==> src/rtl/core/kncp_pkg.sv <==
// ----------------------------------------------------------------------------
// kncp_pkg
// Types and constants shared by the keyword/number command parser.
// ----------------------------------------------------------------------------
package kncp_pkg;

   localparam int unsigned NUM_KEYWORDS = 3;
   localparam int unsigned KW_MAX_LEN   = 8;
   localparam int unsigned POS_WIDTH    = 7;

   localparam logic [POS_WIDTH-1:0] POS_MAX  = 7'd127;
   localparam logic [7:0]           DIGIT_LO = 8'd48;
   localparam logic [7:0]           DIGIT_HI = 8'd57;

   localparam logic [1:0] CMD_LEDON    = 2'd0;
   localparam logic [1:0] CMD_LEDOFF   = 2'd1;
   localparam logic [1:0] CMD_BAUDRATE = 2'd2;

   localparam logic [7:0] KW_TEXT [NUM_KEYWORDS][KW_MAX_LEN] = '{
      '{8'h6C, 8'h65, 8'h64, 8'h6F, 8'h6E, 8'h00, 8'h00, 8'h00},
      '{8'h6C, 8'h65, 8'h64, 8'h6F, 8'h66, 8'h66, 8'h00, 8'h00},
      '{8'h62, 8'h61, 8'h75, 8'h64, 8'h72, 8'h61, 8'h74, 8'h65}
   };

   localparam logic [POS_WIDTH-1:0] KW_LEN [NUM_KEYWORDS] = '{7'd5, 7'd6, 7'd8};

   typedef struct packed {
      logic [7:0] rx_byte;
      logic       end_of_packet;
   } req_type;

   typedef struct packed {
      logic        cmd_valid;
      logic [1:0]  cmd_index;
      logic [31:0] cmd_value;
   } rsp_type;

   typedef struct packed {
      logic [NUM_KEYWORDS-1:0] keyword_alive;
      logic [POS_WIDTH-1:0]    byte_position;
      logic [1:0]              matched_keyword;
      logic                    keyword_done;
      logic                    digits_ok;
      logic                    digit_seen;
      logic [31:0]             value_accumulator;
   } parse_state_type;

   localparam parse_state_type STATE_RESET = '{
      keyword_alive:     '1,
      byte_position:     '0,
      matched_keyword:   CMD_LEDON,
      keyword_done:      1'b0,
      digits_ok:         1'b1,
      digit_seen:        1'b0,
      value_accumulator: '0
   };

   function automatic logic [POS_WIDTH-1:0] kw_len_of(input logic [1:0] idx);
      logic [POS_WIDTH-1:0] len;
      unique case (idx)
         CMD_LEDON:    len = KW_LEN[0];
         CMD_LEDOFF:   len = KW_LEN[1];
         CMD_BAUDRATE: len = KW_LEN[2];
         default:      len = '0;
      endcase
      return len;
   endfunction

endpackage

==> src/rtl/core/keyword_number_command_parser_core.sv <==
// ----------------------------------------------------------------------------
// keyword_number_command_parser_core
// Parses "ledon", "ledoff" or "baudrate", one separator and a decimal number
// from a byte stream, one command result per packet.
// ----------------------------------------------------------------------------
// Usage:
//   req_ channel: one packet byte per transfer, end_of_packet set on the
//   final byte. rsp_ channel: one transfer per packet, issued for the final
//   byte, carrying cmd_valid, cmd_index and the saturated cmd_value.
//   Bytes before the final one produce no response.
// Timing:
//   One byte per cycle sustained while no final byte waits. A byte is
//   captured in an input register, processed against the parse state (in
//   the following cycle unless it is a final byte that must wait), and the
//   response is held in the output register until rsp_ready takes it.
// Stalls:
//   While rsp_valid waits for rsp_ready, non-final bytes keep flowing in;
//   a final byte waits in the input register until the output register
//   frees, and req_ready drops only while such a byte waits.
// Reset:
//   Clears both valid flags and returns the parse state to the start of a
//   packet. No clearing pass is needed.
// ----------------------------------------------------------------------------
module keyword_number_command_parser_core #(
   parameter int unsigned MAX_PACKET = 64
) (
   input  logic              clock,
   input  logic              reset,
   input  logic              req_valid,
   output logic              req_ready,
   input  kncp_pkg::req_type req_payload,
   output logic              rsp_valid,
   input  logic              rsp_ready,
   output kncp_pkg::rsp_type rsp_payload
);
   import kncp_pkg::*;

   logic            in_valid_ff, in_valid_in;
   req_type         in_data_ff, in_data_in;
   parse_state_type state_ff, state_in;
   parse_state_type state_step;
   logic            out_valid_ff, out_valid_in;
   rsp_type         out_data_ff, out_data_in;
   logic            proc_fire;
   logic            pkt_done;
   logic            cmd_ok;

   kncp_step #(
      .MAX_PACKET(MAX_PACKET)
   ) u_step (
      .state_cur(state_ff),
      .rx_byte  (in_data_ff.rx_byte),
      .state_nxt(state_step)
   );

   assign pkt_done  = in_data_ff.end_of_packet;
   assign proc_fire = in_valid_ff && (!pkt_done || !out_valid_ff || rsp_ready);
   assign req_ready = !in_valid_ff || proc_fire;
   assign cmd_ok    = state_step.keyword_done && state_step.digits_ok
                    && state_step.digit_seen;

   always_comb begin
      in_valid_in = in_valid_ff;
      in_data_in  = in_data_ff;
      if (req_ready) begin
         in_valid_in = req_valid;
         in_data_in  = req_payload;
      end

      state_in = state_ff;
      if (proc_fire) begin
         state_in = pkt_done ? STATE_RESET : state_step;
      end

      out_valid_in = out_valid_ff && !rsp_ready;
      out_data_in  = out_data_ff;
      if (proc_fire && pkt_done) begin
         out_valid_in          = 1'b1;
         out_data_in.cmd_valid = cmd_ok;
         out_data_in.cmd_index = cmd_ok ? state_step.matched_keyword : CMD_LEDON;
         out_data_in.cmd_value = cmd_ok ? state_step.value_accumulator : 32'd0;
      end
   end

   always_ff @(posedge clock) begin
      if (reset) begin
         in_valid_ff  <= 1'b0;
         out_valid_ff <= 1'b0;
         state_ff     <= STATE_RESET;
      end else begin
         in_valid_ff  <= in_valid_in;
         out_valid_ff <= out_valid_in;
         state_ff     <= state_in;
      end
   end

   always_ff @(posedge clock) begin
      in_data_ff  <= in_data_in;
      out_data_ff <= out_data_in;
   end

   assign rsp_valid   = out_valid_ff;
   assign rsp_payload = out_data_ff;

   a_invalid_zero: assert property (@(posedge clock) disable iff (reset)
      out_valid_ff && !out_data_ff.cmd_valid
      |-> (out_data_ff.cmd_index == CMD_LEDON) && (out_data_ff.cmd_value == 32'd0))
      else $error("invalid response carries nonzero index or value");

   a_index_range: assert property (@(posedge clock) disable iff (reset)
      out_valid_ff |-> (out_data_ff.cmd_index == CMD_LEDON)
                    || (out_data_ff.cmd_index == CMD_LEDOFF)
                    || (out_data_ff.cmd_index == CMD_BAUDRATE))
      else $error("response index out of range");

   a_state_cleared: assert property (@(posedge clock) disable iff (reset)
      proc_fire && pkt_done |=> (state_ff == STATE_RESET) && out_valid_ff)
      else $error("packet end did not clear state or raise response");

   a_pending_holds: assert property (@(posedge clock) disable iff (reset)
      in_valid_ff && !proc_fire |=> in_valid_ff && $stable(in_data_ff))
      else $error("stalled input byte lost");

endmodule

==> src/rtl/core/kncp_step.sv <==
// ----------------------------------------------------------------------------
// kncp_step
// Next parse state for one packet byte: keyword match, separator skip and
// saturating decimal accumulate.
// ----------------------------------------------------------------------------
module kncp_step #(
   parameter int unsigned MAX_PACKET = 64
) (
   input  kncp_pkg::parse_state_type state_cur,
   input  logic [7:0]                rx_byte,
   output kncp_pkg::parse_state_type state_nxt
);
   import kncp_pkg::*;

   localparam logic [POS_WIDTH-1:0] MaxPos = POS_WIDTH'(MAX_PACKET);

   logic [POS_WIDTH-1:0] pos;
   logic                 is_digit;
   logic [35:0]          acc_sum;

   assign pos      = state_cur.byte_position;
   assign is_digit = (rx_byte >= DIGIT_LO) && (rx_byte <= DIGIT_HI);
   assign acc_sum  = {1'b0, state_cur.value_accumulator, 3'b000}
                   + {3'b000, state_cur.value_accumulator, 1'b0}
                   + {32'd0, 4'(rx_byte - DIGIT_LO)};

   always_comb begin
      logic found;
      state_nxt = state_cur;
      found     = 1'b0;
      if (pos >= MaxPos) begin
         state_nxt.digits_ok = 1'b0;
      end else if (!state_cur.keyword_done) begin
         for (int k = 0; k < NUM_KEYWORDS; k++) begin
            if ((pos < KW_LEN[k]) && (rx_byte != KW_TEXT[k][pos[2:0]])) begin
               state_nxt.keyword_alive[k] = 1'b0;
            end
         end
         for (int k = 0; k < NUM_KEYWORDS; k++) begin
            if (!found && state_nxt.keyword_alive[k] && (KW_LEN[k] == pos + 7'd1)) begin
               found                     = 1'b1;
               state_nxt.keyword_done    = 1'b1;
               state_nxt.matched_keyword = 2'(k);
            end
         end
      end else if (pos == kw_len_of(state_cur.matched_keyword)) begin
         state_nxt.digits_ok = state_cur.digits_ok;
      end else if (is_digit) begin
         state_nxt.value_accumulator = (acc_sum[35:32] != 4'd0) ? 32'hFFFF_FFFF
                                                                 : acc_sum[31:0];
         state_nxt.digit_seen = 1'b1;
      end else begin
         state_nxt.digits_ok = 1'b0;
      end
      if (pos != POS_MAX) begin
         state_nxt.byte_position = pos + 7'd1;
      end
   end

endmodule

==> config.mk <==
export PLATFORM = sky130hd
export DESIGN_NAME = keyword_number_command_parser_core
export DESIGN_NICKNAME = d
export VERILOG_FILES = /design/src/rtl/core/kncp_pkg.sv /design/src/rtl/core/keyword_number_command_parser_core.sv /design/src/rtl/core/kncp_step.sv
export SDC_FILE = /design/constraint.sdc
export NUM_CORES = 1
export LEC_CHECK = 0
export BUFFER_PORTS_ARGS = -buffer_cell sky130_fd_sc_hd__buf_2
export CAP_MARGIN = 10
export CORE_MARGIN = 5
export CORE_UTILIZATION = 50
export CTS_CLUSTER_SIZE = 20
export DETAILED_ROUTE_END_ITERATION = 10
export GPL_TIMING_DRIVEN = 0
export HOLD_SLACK_MARGIN = 0.02
export PLACE_DENSITY = 0.68
export SLEW_MARGIN = 40
export SYNTH_ARGS = -nofsm -noshare
export SYNTH_HDL_FRONTEND = slang
export SYNTH_SLANG_ARGS = --single-unit
==> constraint.sdc <==
create_clock -name clock -period 7.75 [get_ports clock]
set_input_delay 1.1625 -clock clock [delete_from_list [all_inputs] [get_ports clock]]
set_output_delay 1.1625 -clock clock [all_outputs]
set_load 0.03 [all_outputs]
# Word-level counts from Yosys, hierarchy flattened
# Memories as Yosys holds them, arrays and structs flattened.
# Index checks and enable logic that the tools add are counted.
dict set report classes {
  addsub 4
  magnitude_cmp 7
  n_eq_ne 12
  mux 42
  bitwise 1
  n_reduce_logical 28
}
# operator count
set ops {}
lappend ops {{33-bit two-way mux} 3}
lappend ops {{8-bit two-way mux} 6}
lappend ops {{47-bit two-way mux} 1}
lappend ops {{35-bit by 33-bit adder with 36-bit output} 1}
lappend ops {{36-bit by 4-bit adder with 36-bit output} 1}
lappend ops {{34-bit two-way mux} 1}
lappend ops {{32-bit two-way mux} 1}
lappend ops {{8-bit != test} 3}
lappend ops {{3-bit two-way mux} 7}
lappend ops {{7-bit two-way mux} 3}
lappend ops {{1-bit two-way mux} 19}
lappend ops {{3-bit by 7-bit == test with 1-bit output, first input constant} 2}
lappend ops {{1-bit logical AND} 14}
lappend ops {{7-bit by 3-bit < comparator with 1-bit output, second input constant} 2}
lappend ops {{4-bit case mux with 3 select lines} 1}
lappend ops {{8-bit by 6-bit >= comparator with 1-bit output, second input constant} 1}
lappend ops {{8-bit by 6-bit less-or-equal comparator with 1-bit output, second input constant} 1}
lappend ops {{7-bit by 1-bit adder with 7-bit output, second input constant} 1}
lappend ops {{4-bit by 7-bit == test with 1-bit output, first input constant} 1}
lappend ops {{7-bit == test} 1}
lappend ops {{7-bit >= comparator, second input constant} 1}
lappend ops {{7-bit by 4-bit < comparator with 1-bit output, second input constant} 1}
lappend ops {{7-bit != test, second input constant} 1}
lappend ops {{1-bit logical NOT} 6}
lappend ops {{other kinds (12)} 15}
dict set report totals {
  reg_bits 93
  rom_bits 192
  output_inout_bits 37
  n_memories 3
}
# memory words word_bits rd rd_clocked_by_memory_dff write_ports line_no
set mem_list {}
lappend mem_list {{(name not given)} 8 8 1 0 0 kncp_step.sv:35} ;# if ((pos < KW_LEN[k]) && (rx_byte != KW_TEXT[k][pos[2:0]])) begin
lappend mem_list {{(name not given)} 8 8 1 0 0 kncp_step.sv:35}
lappend mem_list {{(name not given)} 8 8 1 0 0 kncp_step.sv:35}

# Logic depth before layout (Yosys ltp)
dict set report depth {
  depth_word 27
  ltp_mapped 15
}

# Cells and area by module
# From an unflattened synthesis, not the netlist that was laid out.
dict set report hier_totals {
  cells_unflattened 734
  hier_area_um2 6810.3
}
# module n_inst cells_per_inst area_per_inst_um2 seq_area_each_um2
set modules_own_cells {}
lappend modules_own_cells {kncp_step 1 531 3709.8 0.0}
lappend modules_own_cells {keyword_number_command_parser_core 1 203 3100.5 2302.2}

# Least setup slack after synthesis
# Ideal clock, no wire load.
dict set report synth_path {
  kind {reg-to-reg}
  start {register in_data_ff[4] (netlist name)}
  end {register out_data_ff, in the netlist rsp_payload[0] (data pin)}
  setup_ns 0.261
  t_arrival_ns 3.696
  setup_slack_ns 3.793
  stages_incl_launch_ff 15
  path_buffers 2
  synth_period_minus_slack_ns 3.957
  path_cell_list {edfxtp_1 > inv_1 > fa_1 > fa_1 > nand2b_1 > a21oi_1 > o21ai_0 > a211oi_1 > o21ai_1 > mux2_1 > or4b_4 > buf_6 > buf_6 > nor3_1 > nor2_1}
}
dict set report synth_between {
  elab_chain_len 23
}
# item line_no
set synth_rtl {}
lappend synth_rtl {{from (decl)} keyword_number_command_parser_core.sv:39} ;# req_type in_data_ff, in_data_in;
lappend synth_rtl {{from (signal assigned)} keyword_number_command_parser_core.sv:98} ;# in_data_ff <= in_data_in;
lappend synth_rtl {{branches (longest 23 deep; another with 36-bit by 4-bit adder with 36-bit output)} -}
lappend synth_rtl {{to (signal assigned)} keyword_number_command_parser_core.sv:99} ;# out_data_ff <= out_data_in;
lappend synth_rtl {{to (decl)} keyword_number_command_parser_core.sv:43} ;# rsp_type out_data_ff, out_data_in;
# Parallel ways; which one is timed is not known. The select of a mux whose other input is x is not followed.
# A chain may end at the register's enable or synchronous reset.

# Final worst setup path
dict set report layout_path {
  start {register in_data_ff[4] (netlist name)}
  end {register out_data_ff, in the netlist rsp_payload[1] (data pin)}
}
# Same word-level chain as after synthesis.

==> impl_metrics.json <==
{
  "status": "completed",
  "min_period_ps": 4900,
  "routed-wl-met2_um": 9010,
  "grt_antenna_before_repair": 0,
  "cts_hold_buf": 0,
  "synth_edf_count": 44,
  "place.gp.congestion": 0.927,
  "cts_setup_buffers": 0,
  "holdPathStages": 1,
  "clockBufferDepth": 2,
  "final_antenna_net_count": 0,
  "max_slew_margin_pct": 51.8,
  "syn_area_um2": 6750,
  "place_ws_ps": 3010,
  "cts-htree-levels": 3,
  "critPathKind": "flip-flop to flip-flop",
  "cts-resized-gates": 0,
  "yosys-top-cells-area": "edfxtp_1 20%, dfxtp_1 15%, ha_1 13%",
  "io_pins": 50,
  "crit_fanout": 10,
  "syn_to_final_growth_pct": 12.2,
  "rows": 42,
  "clock.fmax_ghz": 0.204,
  "fillers": 1246,
  "yosysUniqueCellTypes": 70,
  "grt_pass1_wl_um": 31000,
  "syn_avg_cell_area_um2": 8.60,
  "hpwl_um": 13900,
  "leakage_uw": 0.00321,
  "fin_ws_ps": 2850,
  "wl_per_cell_um": 19.0,
  "via_per_inst": 6.27,
  "drt_iter0_drc": 643,
  "finalHoldViolations": 0,
  "clkTransAtPathRegs_ps": 70,
  "die_width_um": 126,
  "synthDominantCellAreaShare_pct": 19.6,
  "drv_cap": 0,
  "ir_drop_mv": 0.0926,
  "design.die.area_um2": 15900,
  "wl_met3_um": 1250,
  "grt_pass1_vias": 5992,
  "required_ps": 7920,
  "synth_area_leader_cell": "edfxtp_1",
  "track_usage_pct": 24.2,
  "min_path_type": "flip-flop to flip-flop",
  "seq_area_um2": 2300,
  "tightest_slew_ps": 722,
  "postSynth.asyncResetShare_pct": 0,
  "grt_max_degree": 37,
  "numPortBuffers": 49,
  "clock_latency_ps": 360,
  "ys_seq_area_share_pct": 34.1,
  "antenna_cells": 0,
  "ys_ff_latch": 93,
  "drv_slew": 0,
  "multi_input_area_um2": 4150,
  "syn_inst": 785,
  "drive_gt1_share_pct": 10.4,
  "top_layer": "met4",
  "via_count": 6433,
  "die_h_um": 126,
  "yosysWarnings": 0,
  "synth_fp_nets": 868,
  "postLayoutCoreUtil_pct": 57.2,
  "dr.pass1.iters": 5,
  "core_um2": 13200,
  "initial_utilization_pct": 51.0,
  "power_density_nw_per_um2": 145,
  "fin_setup_tns_ps": 0,
  "worst_ep_arrival_time_ps": 5080,
  "cts_root_buf": "clkbuf_16",
  "rsz0062_at_grt": "false",
  "drcViolationCount": 0,
  "crit_path_end_kind": "flip-flop",
  "fin_crit_sh_pct": 63.3,
  "nets": 928,
  "drt-met1-wl_um": 8710,
  "rr_worst_depth": 14,
  "finalWirelength_um": 19500,
  "worstSetupStartpointType": "flip-flop",
  "cts_tree": "built",
  "cts_num_sinks": 93,
  "numCtsBuffers": 9,
  "skew_ps": 9.20,
  "grt_overflow_total": 0,
  "setup_viol_count_final": 0,
  "synth_ff_type": "dfxtp_1"
}
## final timing paths
check,start,endpoint,slack (ps)
max,in_data_ff[4]$_DFFE_PP_,rsp_payload[1]$_SDFFCE_PN0P_,2850
min,state_ff[46]$_SDFFE_PP1P_,state_ff[46]$_SDFFE_PP1P_,470
min reg2reg,state_ff[46]$_SDFFE_PP1P_,state_ff[46]$_SDFFE_PP1P_,470
max reg2reg,in_data_ff[4]$_DFFE_PP_,rsp_payload[1]$_SDFFCE_PN0P_,2850
## critical path, cell delays in order (launching register included)
cell and delay (ps):
edfxtp_1 480, inv_1 140, fa_1 610, inv_1 60, ha_1 310, a211oi_1 310, o211ai_1 250, a311oi_1 290
a21oi_1 180, a21boi_2 190, mux2i_1 380, clkbuf_1 510, clkbuf_1 590, nor4_1 140, nor2_1 250
## sequential cells by signal (all words and copies together) (netlist names)
name / cells
in_valid_ff: 1
pkt_done: 1
rsp_payload: 35
in_data_ff: 8
state_ff: 47
rsp_valid: 1
## cells in the mapped netlist (3+ instances only)
cell,count
a2111oi_0,8
dfxtp_1,49
a211o_1,3
or3_1,3
o211ai_1,10
o41ai_1,4
nand3b_1,3
xnor2_1,13
and2_1,10
buf_2,9
o21ai_1,8
and3_1,7
a211oi_1,4
nand4_1,15
xor2_1,20
o21ai_0,94
ha_1,68
a21oi_1,49
a311oi_1,3
nand2b_1,7
o311ai_0,12
mux2i_1,3
nand3_1,10
a21o_1,14
inv_1,20
a22o_1,3
nor4b_1,14
a31oi_1,9
nand2_1,54
nor2_1,83
nor2b_1,5
nor4_1,20
edfxtp_1,44
nor3_1,12
clkbuf_1,45
o21bai_1,8
## layer usage
metal,track usage (%),vias up
met5,0,-
met4,10.6,0
met3,3.09,44
met2,38.0,253
met1,33.5,3067
li1,-,3069
## cell usage in the layout (no fill, tap or decap), types with 4 or more instances in the layout
cell,synthesis,final
a2111oi_0,8,8
dfxtp_1,49,49
nor2b_1,5,5
xor2_1,20,20
ha_1,68,68
nor3_1,12,12
nand4_1,15,15
clkbuf_1,45,45
nand2_1,54,54
o21ai_1,8,8
o41ai_1,4,4
and2_1,10,10
nand3_1,10,10
xnor2_1,13,13
nor4b_1,14,14
inv_1,20,20
a21o_1,14,14
clkbuf_16,0,9
o21bai_1,8,8
o211ai_1,10,10
edfxtp_1,44,44
nor2_1,83,83
a21oi_1,49,49
buf_2,9,58
nor4_1,20,20
o311ai_0,12,12
nand2b_1,7,7
o21ai_0,94,94
a31oi_1,9,8
a211oi_1,4,4
and3_1,7,6
## metrics by stage
stage	hold slack [ps]	total power (µW)	cells	cell area (µm²)
2_1_floorplan	428	567	785	6750
6_report	471	1100	1026	7570
4_1_cts	468	1100	1026	7560
3_3_place_gp	440	585	1010	7210
5_1_grt	485	1130	1026	7570
3_5_place_dp	443	587	1010	7220
## power by group
part,internal [µW],switching [µW],total (µW)
clock network,317,206,523
registers,520,6.14,526
logic,14.1,35.7,49.9
## kinds of logic (layout without fill, tap and decap cells)
kind of cell,Yosys count,after routing,synth area share (%)
mux,5,5,0.779
fa+ha+maj,70,70,13.2
compound gates,252,252,23.7
buf+inv,76,141,4.62
simple gates,256,256,19.3
xor+xnor,33,33,4.28
flops,93,93,34.1
## layout make-up
type / instances / share of cell area, %
Multi-Input combinational cell: 616 / 54.8
Sequential cell: 93 / 30.4
Timing Repair Buffer: 49 / 3.24
Buffer: 56 / 3.12
Clock buffer: 9 / 2.98
Tap cell: 176 / 2.91
Clock inverter: 7 / 1.59
Inverter: 20 / 0.992
No activity file was read; power rests on OpenSTA's default activity.
